**src/design/ffca_pkg.sv**
```systemverilog
package ffca_pkg;
  localparam int TableEntries = 64;
  localparam int IdxW = $clog2(TableEntries);
  localparam int CntW = $clog2(TableEntries + 1);
  localparam logic [31:0] PageBytes = 32'd4096;
  localparam int PageShift = $clog2(PageBytes);

  typedef enum logic [1:0] {
    CMD_ALLOC = 2'd0,
    CMD_FREE  = 2'd1,
    CMD_INIT  = 2'd2,
    CMD_NONE  = 2'd3
  } cmd_t;

  typedef enum logic [1:0] {
    ST_OK    = 2'd0,
    ST_ZERO  = 2'd1,
    ST_NOFIT = 2'd2,
    ST_FULL  = 2'd3
  } status_t;

  typedef enum logic [1:0] {
    REG_POOL_BASE = 2'd0,
    REG_POOL_SIZE = 2'd1
  } reg_idx_t;

  typedef enum logic [3:0] {
    S_IDLE,
    S_SCAN_RD,
    S_SCAN_CHK,
    S_PREV_RD,
    S_PREV_CHK,
    S_MERGE,
    S_SHIFT_RD,
    S_SHIFT_WR,
    S_DONE
  } state_t;

  // Controller commands to the datapath.
  typedef struct packed {
    logic load;
    logic scan_rd;
    logic scan_chk;
    logic prev_rd;
    logic prev_chk;
    logic merge;
    logic shift_rd;
    logic shift_wr;
    logic finish;
  } ctrl_t;

  // Datapath status to the controller.
  typedef struct packed {
    logic    reject;
    logic    is_alloc;
    logic    scan_end;
    logic    hit;
    logic    has_prev;
    logic    need_shift;
    logic    shift_end;
  } stat_t;

  function automatic logic [31:0] round_page(input logic [31:0] sz);
    logic [32:0] s;
    s = {1'b0, sz} + {1'b0, PageBytes} - 33'd1;
    return {s[31:PageShift], {PageShift{1'b0}}};
  endfunction
endpackage

```
**src/design/ffca_ctrl.sv**
```systemverilog
module ffca_ctrl (
  input  logic            clk,
  input  logic            rst,
  input  logic            in_valid,
  output logic            in_stall,
  output logic            out_valid,
  input  logic            out_stall,
  input  ffca_pkg::stat_t stat,
  output ffca_pkg::ctrl_t ctrl
);
  import ffca_pkg::*;

  state_t state, state_next;
  logic   out_pend;

  always_comb begin
    state_next = state;
    case (state)
      S_IDLE:     if (in_valid) state_next = S_SCAN_RD;
      // An allocation scan stops at the first fit; a free scan stops past the address.
      S_SCAN_RD:  state_next = stat.reject ? S_DONE
                             : ((stat.scan_end || stat.hit) ? S_PREV_RD : S_SCAN_CHK);
      S_SCAN_CHK: state_next = S_SCAN_RD;
      S_PREV_RD:  state_next = S_PREV_CHK;
      S_PREV_CHK: state_next = S_MERGE;
      S_MERGE:    state_next = S_SHIFT_RD;
      S_SHIFT_RD: state_next = (stat.reject || !stat.need_shift || stat.shift_end)
                             ? S_DONE : S_SHIFT_WR;
      S_SHIFT_WR: state_next = S_SHIFT_RD;
      S_DONE:     if (!out_pend || !out_stall) state_next = S_IDLE;
      default:    state_next = S_IDLE;
    endcase
  end

  always_comb begin
    ctrl = '0;
    case (state)
      S_IDLE:     ctrl.load = in_valid;
      S_SCAN_CHK: ctrl.scan_chk = 1'b1;
      S_PREV_RD:  ctrl.prev_rd = 1'b1;
      S_PREV_CHK: ctrl.prev_chk = stat.has_prev && !stat.is_alloc;
      S_MERGE:    ctrl.merge = 1'b1;
      S_SHIFT_RD: ctrl.shift_rd = 1'b1;
      S_SHIFT_WR: ctrl.shift_wr = 1'b1;
      S_DONE:     ctrl.finish = !out_pend || !out_stall;
      default:    ctrl = '0;
    endcase
    ctrl.scan_rd = (state == S_SCAN_RD);
  end

  always_ff @(posedge clk) begin
    if (rst) begin
      state <= S_IDLE;
      out_pend <= 1'b0;
    end else begin
      state <= state_next;
      if (ctrl.finish) out_pend <= 1'b1;
      else if (!out_stall) out_pend <= 1'b0;
    end
  end

  assign in_stall  = (state != S_IDLE);
  assign out_valid = out_pend;

  a_load_idle: assert property (@(posedge clk) disable iff (rst)
    ctrl.load |-> state == S_IDLE) else $error("load outside idle");
  a_pend_hold: assert property (@(posedge clk) disable iff (rst)
    out_pend && out_stall |=> out_pend) else $error("result dropped");
  a_fin_free: assert property (@(posedge clk) disable iff (rst)
    ctrl.finish |-> !(out_pend && out_stall)) else $error("result overwritten");
endmodule

```
**config.mk**
```make
export PLATFORM = sky130hd
export DESIGN_NAME = ffca_ctrl
export DESIGN_NICKNAME = d
export VERILOG_FILES = /design/src/design/ffca_pkg.sv /design/src/design/ffca_ctrl.sv
export SDC_FILE = /design/constraint.sdc
export NUM_CORES = 1
export LEC_CHECK = 0
export ABC_AREA = 1
export BUFFER_PORTS_ARGS = -buffer_cell sky130_fd_sc_hd__buf_2
export CAP_MARGIN = 20
export CELL_PAD_IN_SITES_DETAIL_PLACEMENT = 1
export CELL_PAD_IN_SITES_GLOBAL_PLACEMENT = 2
export CORE_MARGIN = 1.5
export CORE_UTILIZATION = 18
export CTS_CLUSTER_DIAMETER = 30
export DETAILED_ROUTE_END_ITERATION = 10
export PLACE_DENSITY_LB_ADDON = 0.1
export SLEW_MARGIN = 20
export SYNTH_ARGS = -nofsm -noshare
export SYNTH_HDL_FRONTEND = slang
export SYNTH_SLANG_ARGS = --single-unit
```
**constraint.sdc**
```tcl
create_clock -name clk -period 1.07 [get_ports clk]
set_input_delay 0.0535 -clock clk [delete_from_list [all_inputs] [get_ports clk]]
set_output_delay 0.0535 -clock clk [all_outputs]
set_load 0.03 [all_outputs]
```
Word level (Yosys, flattened, before mapping)
Cells that the tools add are included.
W data, S select, Z words.
{"block": "op_classes", "n_eq_ne": 11, "n_mux": 16, "n_reduce_logical": 13}
{"operator": "$pmux W4 S8", "n": 1}
{"operator": "$eq A4 B3 Y1 const B", "n": 4}
{"operator": "$mux W4", "n": 4}
{"operator": "$mux W1", "n": 11}
{"operator": "$eq A4 B2 Y1 const B", "n": 2}
{"operator": "$eq A4 B1 Y1 const B", "n": 1}
{"operator": "$eq A4 B4 Y1 const B", "n": 1}
{"operator": "$logic_not A1 Y1", "n": 4}
{"operator": "$logic_not A4 Y1", "n": 1}
{"operator": "$logic_or A1 B1 Y1", "n": 4}
{"operator": "$ne A2 B2 Y1 const B", "n": 2}
{"operator": "$reduce_bool A4 Y1", "n": 1}
{"operator": "$ne A2 B1 Y1 const B", "n": 1}
{"operator": "$reduce_and A2 Y1", "n": 1}
{"operator": "$reduce_or A2 Y1", "n": 1}
{"operator": "$logic_and A1 B1 Y1", "n": 1}
{"block": "word_totals", "register_bits": 5, "output_inout_bits": 11, "wordCells": 42}

Longest topological paths before layout
Gate-level depths: netlist of the first run.
{"block": "logic_depth", "depth_word": 5, "ltp_mapped": 8, "mapped_depth_nobuf": 8}

Worst setup path before layout of the first run
Ideal clock, no wire load.
{"block": "synth_path", "kind": "reg2out", "start": "register state[2]", "end": "output port ctrl[8] (netlist bit)", "path_stages_with_launch": 6, "path_slack_ns": -0.193, "required_time_ns": 1.016, "arrival_ns": 1.210, "cell_sequence": "dfxtp_1 > inv_2 > nand2_4 > nor2_1 > inv_1 > nor2_1"}
{"item": "from (decl)", "line_no": "ffca_ctrl.sv:13", "source": "state_t state, state_next;"}
{"item": "from (signal assigned)", "line_no": "ffca_ctrl.sv:56", "source": "state <= state_next;"}
{"item": "to (decl)", "line_no": "ffca_ctrl.sv:9", "source": "output ffca_pkg::ctrl_t ctrl"}

==> load_flow_metrics.sql, run 1 <==
INSERT INTO impl_metrics (metric_group, metric, value, unit) VALUES
('critical_path', 'cp.arrival', '1.13', 'ns'),
('sta', 'layout_worst_path_cycle_share', '1.11', ''),
('critical_path', 'critical_path.startpoint', 'state[0]$_SDFFE_PP0P_', ''),
('power', 'totalPowerFinal', '793', 'uW'),
('synth', 'register_area_share_after_synthesis', '0.266', ''),
('critical_path', 'crit_end', 'ctrl[1]', ''),
('sta', 'worst_pin_slew', '0.204', 'ns'),
('power', 'power.leakage', '0.391', 'nW'),
('placement', 'placed_cells', '117', ''),
('power', 'vdd_ir_drop_max', '0.000366', 'V'),
('critical_path', 'regToRegSetupSlack', '-0.04', 'ns'),
('finish', 'fill_cells', '264', ''),
('status', 'violations_in_the_final_reports', 'setup timing', ''),
('synth', 'synth_top_family_by_area', 'simple AND/OR/NAND/NOR gates', ''),
('clock_network', 'ctsRootBufferMaster', 'sky130_fd_sc_hd__clkbuf_4', ''),
('die', 'initial_core_utilization', '0.192', ''),
('critical_path', 'timing_worst_setup_path_type', 'flop to output pin', ''),
('clock_network', 'cts_buffer_count', '3', ''),
('synth', 'synth.area.mux_share', '0', ''),
('sta', 'final-setup-viol-count', '11', ''),
('critical_path', 'r2r_cell_count', '8', ''),
('placement', 'gp_congestion', '0.778', ''),
('route', 'total_routed_wirelength', '1.30', 'mm'),
('synth', 'avgSynthCellArea', '5.88', 'um^2'),
('die', 'die-height', '48.7', 'um'),
('sta', 'min_period', '1.19', 'ns'),
('synth', 'post_synth_inst_count', '64', ''),
('global_route', 'total_overflow_reported_by_the_global_router', '0', ''),
('placement', 'post_detailed_placement_cell_area', '558', 'um^2'),
('finish', 'layoutNonFillerInstCount', '125', ''),
('sta', 'timing_max_transition_violations_final', '0', ''),
('critical_path', 'reg2reg_from', 'state[3]$_SDFFE_PP0P_', ''),
('die', 'io_pins', '22', ''),
('finish', 'final_area', '772', 'um^2'),
('placement', 'placement.io_buffers', '21', ''),
('clock_network', 'cts.sink_count', '5', ''),
('finish', 'share_of_post_route_cells_with_drive_strength_above_1', '0.663', ''),
('global_route', 'grt_util_all_layers', '0.117', ''),
('sta', 'max_freq', '842', 'MHz'),
('route', 'remaining_drc_errors', '0', ''),
('synth', 'synth_warn', '0', ''),
('sta', 'layout_setup_ws', '-0.118', 'ns'),
('clock_network', 'tritoncts_clock_tree', 'done', ''),
('min_path', 'min-delay-path-class', 'input pin to flop', ''),
('critical_path', 'worst_r2r_endpoint', 'state[2]$_SDFFE_PP0P_', ''),
('global_route', 'maximum_number_of_pins_on_one_net_before_global_route_repair', '5', ''),
('synth', 'synth-compound-area-share', '0.0266', ''),
('sta', 'finalHoldViolations', '0', ''),
('die', 'fp-row-count', '16', ''),
('synth', 'syn_area', '377', 'um^2'),
('sta', 'unrepaired_setup_endpoints_after_global_routing', 'yes', ''),
('critical_path', 'cp-end-kind', 'output pin', ''),
('run', 'maximum_capacitance_violations', '0', ''),
('route', 'viasPerCell', '4.06', ''),
('status', 'run_status', 'complete, but fails checks', ''),
('global_route', 'grt_first_pass_wirelength', '2.10', 'mm'),
('placement', 'place.detailed.hpwl', '1.01', 'mm'),
('clock_network', 'cts-htree-levels', '1', ''),
('clock_network', 'clk_pin_slew', '0.04', 'ns'),
('critical_path', 'critPathMaxFanout', '4', ''),
('die', 'die-area', '2380', 'um^2'),
('route', 'detail_route.first_pass.iterations', '3', ''),
('sta', 'slew-limit-headroom', '0.863', ''),
('finish', 'layout-area-overhead-vs-synth', '105', '%'),
('route', 'drt_first_iter_violations', '4', ''),
('critical_path', 'worst-endpoint-required', '1.02', 'ns'),
('route', 'vias', '508', ''),
('sta', 'clock-skew-final', '0.00231', 'ns'),
('finish', 'antenna-diode-count', '0', ''),
('clock_network', 'clock_latency_on_the_worst_skew_pair', '0.23', 'ns'),
('finish', 'final_net_count', '110', '');
==> area by class of cell <==
class	count	area [um^2]	area share
Clock buffer	4	26.3	0.0340
Inverter	13	53.8	0.0697
Multi-Input combinational cell	46	312	0.404
Sequential cell	5	108	0.139
Tap cell	27	33.8	0.0438
Timing Repair Buffer	30	239	0.310
==> metrics by stage <==
step	hold slack [ns]	setup TNS [ns]	setup slack [ns]
after detailed placement	0.272	-0.0305	-0.0211
after global placement	0.270	-0.0705	-0.0415
after CTS	0.0158	-0.799	-0.116
after global routing	0.0105	-1.65	-0.176
final	0.0211	-0.703	-0.118
after floorplan	0.120	-0.0634	-0.0634
==> where the power goes <==
group | internal [mW] | total [mW] | switching (mW) | leakage [nW]
registers | 0.201 | 0.213 | 0.0124 | 0.0427
logic | 0.154 | 0.376 | 0.222 | 0.333
clock network | 0.140 | 0.204 | 0.0640 | 0.0150
total | 0.495 | 0.793 | 0.298 | 0.391
==> per-layer routing <==
layer,global-route usage,wire length [um],vias to the layer above
met5,0,0,-
met1,0.133,521,234
met2,0.205,726,13
met4,0.0619,14,0
met3,0.0216,41,2
li1,-,-,259
==> synthesized netlist by cell type <==
cell type / number / area (um^2)
sky130_fd_sc_hd__nor2_4: 2 / 22.5
sky130_fd_sc_hd__nor2_2: 1 / 6.26
sky130_fd_sc_hd__nand3_1: 6 / 30.0
sky130_fd_sc_hd__nand2_4: 2 / 22.5
sky130_fd_sc_hd__o21ai_1: 1 / 5.00
sky130_fd_sc_hd__inv_1: 11 / 41.3
sky130_fd_sc_hd__dfxtp_1: 5 / 100
sky130_fd_sc_hd__inv_2: 2 / 7.51
sky130_fd_sc_hd__nand4_1: 2 / 12.5
sky130_fd_sc_hd__a21oi_1: 1 / 5.00
sky130_fd_sc_hd__nand2_1: 12 / 45.0
sky130_fd_sc_hd__nand2_2: 3 / 18.8
sky130_fd_sc_hd__nor2_1: 16 / 60.1
==> state kept, by name (all words and copies together), names as in the netlist <==
name	count
out_valid	1
state	4
==> how the worst min path moves through the flow <==
stage | startpoint | endpoint | slack, ns | cells past startpoint
2_1_floorplan | rst | state[0]$_SDFFE_PP0P_ | 0.12 | 1
3_3_place_gp | rst | state[0]$_SDFFE_PP0P_ | 0.27 | 2
3_5_place_dp | rst | state[0]$_SDFFE_PP0P_ | 0.27 | 2
4_1_cts | rst | state[0]$_SDFFE_PP0P_ | 0.02 | 2
5_1_grt | rst | state[0]$_SDFFE_PP0P_ | 0.01 | 2
6_report | rst | state[0]$_SDFFE_PP0P_ | 0.02 | 2
==> repair_timing <==
| action | CTS | global route |
|---|---|---|
| resized for setup | 40 | 12 |
| pin swaps | 7 | 10 |
| buffers inserted | 3 | 2 |
| endpoints found under the hold margin | 0 | 0 |
| endpoints found under the setup margin | 12 | 14 |
==> logic make-up (layout without fill, tap and decap cells) <==
logic type | Yosys count | count (layout)
buf+inv | 13 | 47
flops | 5 | 5
compound gates | 2 | 2
simple gates | 44 | 44
==> worst max-delay path, stage by stage (launching register included) <==
cell,delay (ns)
sky130_fd_sc_hd__dfxtp_2,0.34
sky130_fd_sc_hd__buf_4,0.15
sky130_fd_sc_hd__nand3_2,0.14
sky130_fd_sc_hd__nor2_4,0.14
sky130_fd_sc_hd__buf_6,0.13
==> placed cells by master (no fill, tap or decap), drive strengths merged <==
master	synthesis	final
a21oi	1	1
buf	0	30
clkbuf	0	4
dfxtp	5	5
inv	13	13
nand2	17	17
nand3	6	6
nand4	2	2
nor2	19	19
o21ai	1	1
(Power assumes the default switching activity.)
==> inputs of run 2 (changes only) <==
--- a/config.mk
+++ b/config.mk
@@ -14,7 +14,9 @@
 export CORE_UTILIZATION = 18
 export CTS_CLUSTER_DIAMETER = 30
 export DETAILED_ROUTE_END_ITERATION = 10
+export HOLD_SLACK_MARGIN = 0.06
 export PLACE_DENSITY_LB_ADDON = 0.1
+export SKIP_LAST_GASP = 1
 export SLEW_MARGIN = 20
 export SYNTH_ARGS = -nofsm -noshare
 export SYNTH_HDL_FRONTEND = slang
==> load_flow_metrics.sql, run 2 (synthesis gave the netlist of run 1 again) <==
INSERT INTO impl_metrics (metric_group, metric, value, unit) VALUES
('status', 'run_status', 'complete, but fails checks', ''),
('status', 'violations_in_the_final_reports', 'setup timing', ''),
('critical_path', 'cp-start-kind', 'flop', ''),
('power', 'power.leakage', '0.395', 'nW'),
('clock_network', 'cts_buffer_depth', '2', ''),
('clock_network', 'clock_latency_on_the_worst_skew_pair', '0.23', 'ns'),
('finish', 'final_net_count', '111', ''),
('die', 'die-height', '48.7', 'um'),
('finish', 'registers.top_by_ff_count', 'state', ''),
('run', 'maximum_capacitance_violations', '0', ''),
('min_path', 'min-delay-path-class', 'input pin to flop', ''),
('clock_network', 'ctsRootBufferMaster', 'sky130_fd_sc_hd__clkbuf_4', ''),
('placement', 'post_detailed_placement_cell_area', '558', 'um^2'),
('global_route', 'grt_pass1_vias', '506', ''),
('die', 'fp-row-count', '16', ''),
('clock_network', 'cts_buffer_count', '3', ''),
('critical_path', 'timing_worst_setup_path_type', 'flop to output pin', ''),
('sta', 'max_freq', '843', 'MHz'),
('placement', 'place.detailed.hpwl', '1.01', 'mm'),
('global_route', 'grt_util_all_layers', '0.113', ''),
('finish', 'antenna-diode-count', '0', ''),
('critical_path', 'cpLargestDelayFamily', 'flip-flops', ''),
('sta', 'final-setup-viol-count', '12', ''),
('global_route', 'maximum_number_of_pins_on_one_net_before_global_route_repair', '5', ''),
('sta', 'worst_pin_slew', '0.204', 'ns'),
('sta', 'layout_worst_path_cycle_share', '1.11', ''),
('sta', 'unrepaired_setup_endpoints_after_global_routing', 'yes', ''),
('global_route', 'grt_first_pass_wirelength', '2.05', 'mm'),
('sta', 'slew-limit-headroom', '0.863', ''),
('route', 'ant_nets', '0', ''),
('die', 'die_width', '48.7', 'um'),
('finish', 'mostFrequentLayoutCells', '11 x sky130_fd_sc_hd__buf_2, 11 x sky130_fd_sc_hd__buf_6, 9 x sky130_fd_sc_hd__nand2_1', ''),
('die', 'design.core.area', '1960', 'um^2'),
('placement', 'placement.io_buffers', '21', ''),
('clock_network', 'cts-htree-levels', '1', ''),
('route', 'vias', '510', ''),
('route', 'remaining_drc_errors', '0', ''),
('finish', 'layout-area-overhead-vs-synth', '108', '%'),
('global_route', 'total_overflow_reported_by_the_global_router', '0', ''),
('critical_path', 'crit_path_top_delay_cell', 'sky130_fd_sc_hd__dfxtp_2', ''),
('finish', 'share_of_post_route_cells_with_drive_strength_above_1', '0.657', ''),
('sta', 'layout_setup_ws', '-0.117', 'ns'),
('route', 'viasPerCell', '4.05', ''),
('critical_path', 'worst-endpoint-required', '1.02', 'ns'),
('sta', 'clock-skew-final', '0.00272', 'ns'),
('global_route', 'antenna_found_initial', '0', ''),
('finish', 'final_area', '782', 'um^2'),
('clock_network', 'clk_pin_slew', '0.04', 'ns'),
('placement', 'gp_congestion', '0.778', ''),
('critical_path', 'critPathMaxFanout', '4', ''),
('power', 'ratio_of_total_power_to_cell_area', '1030', 'nW/um^2'),
('sta', 'finalHoldViolations', '0', ''),
('clock_network', 'cts.sink_count', '5', ''),
('power', 'vdd_ir_drop_max', '0.000368', 'V'),
('sta', 'min_period', '1.19', 'ns'),
('critical_path', 'cp-end-kind', 'output pin', ''),
('route', 'post_drt_wl_per_cell', '10.1', 'um'),
('die', 'io_pins', '22', ''),
('route', 'detail_route.first_pass.iterations', '3', ''),
('critical_path', 'critical_path.cell_chain', 'buf_4 > nand3_2 > nor2_4 > buf_6', ''),
('clock_network', 'tritoncts_clock_tree', 'done', ''),
('placement', 'preCtsSetupSlack', '-0.0211', 'ns'),
('sta', 'tns', '-0.734', 'ns'),
('route', 'total_routed_wirelength', '1.27', 'mm'),
('finish', 'largest_register_ffs', '4', ''),
('route', 'drt_first_iter_violations', '2', ''),
('critical_path', 'cp.arrival', '1.13', 'ns'),
('die', 'die-area', '2380', 'um^2'),
('critical_path', 'max_stage_delay', '0.34', 'ns'),
('critical_path', 'path_buf_inv', '2', ''),
('sta', 'timing_max_transition_violations_final', '0', ''),
('die', 'initial_core_utilization', '0.192', '');
-- run 2: cell count changes in the layout (fill, tap and decap cells not counted), sizes merged --
cell and delta:
dlygate4sd3 +1
-- run 2: layer usage --
layer	up-vias	share of wire	GRT usage
met3	2	0.032	0.0216
li1	262	-	-
met2	13	0.53	0.189
met4	0	0.011	0.0571
met5	-	0	0
met1	233	0.42	0.137
-- run 2: cell type report --
| type | instances | area (um^2) |
|---|---|---|
| Fill cell | 264 | 1180 |
| Inverter | 13 | 53.8 |
| Sequential cell | 5 | 108 |
| Tap cell | 27 | 33.8 |
| Timing Repair Buffer | 31 | 249 |
| Clock buffer | 4 | 26.3 |
| Multi-Input combinational cell | 46 | 312 |
-- run 2: metrics by stage --
stage | hold WS, ns | std cells | power [mW] | utilization
final | 0.100 | 126 | 0.803 | 0.399
after global routing | 0.106 | 126 | 0.859 | 0.399
after CTS | 0.104 | 125 | 0.773 | 0.370
after detailed placement | 0.272 | 117 | 0.479 | 0.284
after global placement | 0.270 | 117 | 0.478 | 0.284
after floorplan | 0.120 | 64 | 0.386 | -
-- run 2: tightest hold or removal path, cell delays in order --
cell and delay (ns):
sky130_fd_sc_hd__buf_2 0.09, sky130_fd_sc_hd__nand2_1 0.07, sky130_fd_sc_hd__a21oi_1 0.06
-- run 2: what timing repair did --
action                                  in CTS  in global routing
setup buffers                                3                  2
pin swaps                                    7                  9
gates cloned                                 0                  0
gates resized for setup                     40                 12
hold endpoints to repair                     3                  0
hold buffers                                 1                  0
endpoints found under the setup margin      12                 14
-- run 2: final timing paths --
check | startpoint | end | slack [ns] | cells past startpoint
worst max-delay path | state[0]$_SDFFE_PP0P_ | ctrl[1] | -0.12 | 4
worst min-delay path | out_stall | out_valid$_SDFFE_PP0P_ | 0.10 | 3
worst max register to register | state[3]$_SDFFE_PP0P_ | state[2]$_SDFFE_PP0P_ | -0.05 | 8
worst min register to register | out_valid$_SDFFE_PP0P_ | out_valid$_SDFFE_PP0P_ | 0.48 | 2
-- run 2: power breakdown --
part | switching [mW] | total (mW) | leakage, nW | internal [mW]
logic | 0.222 | 0.378 | 0.337 | 0.157
registers | 0.0123 | 0.213 | 0.0427 | 0.200
clock network | 0.0709 | 0.211 | 0.0150 | 0.141
total | 0.305 | 0.803 | 0.395 | 0.498
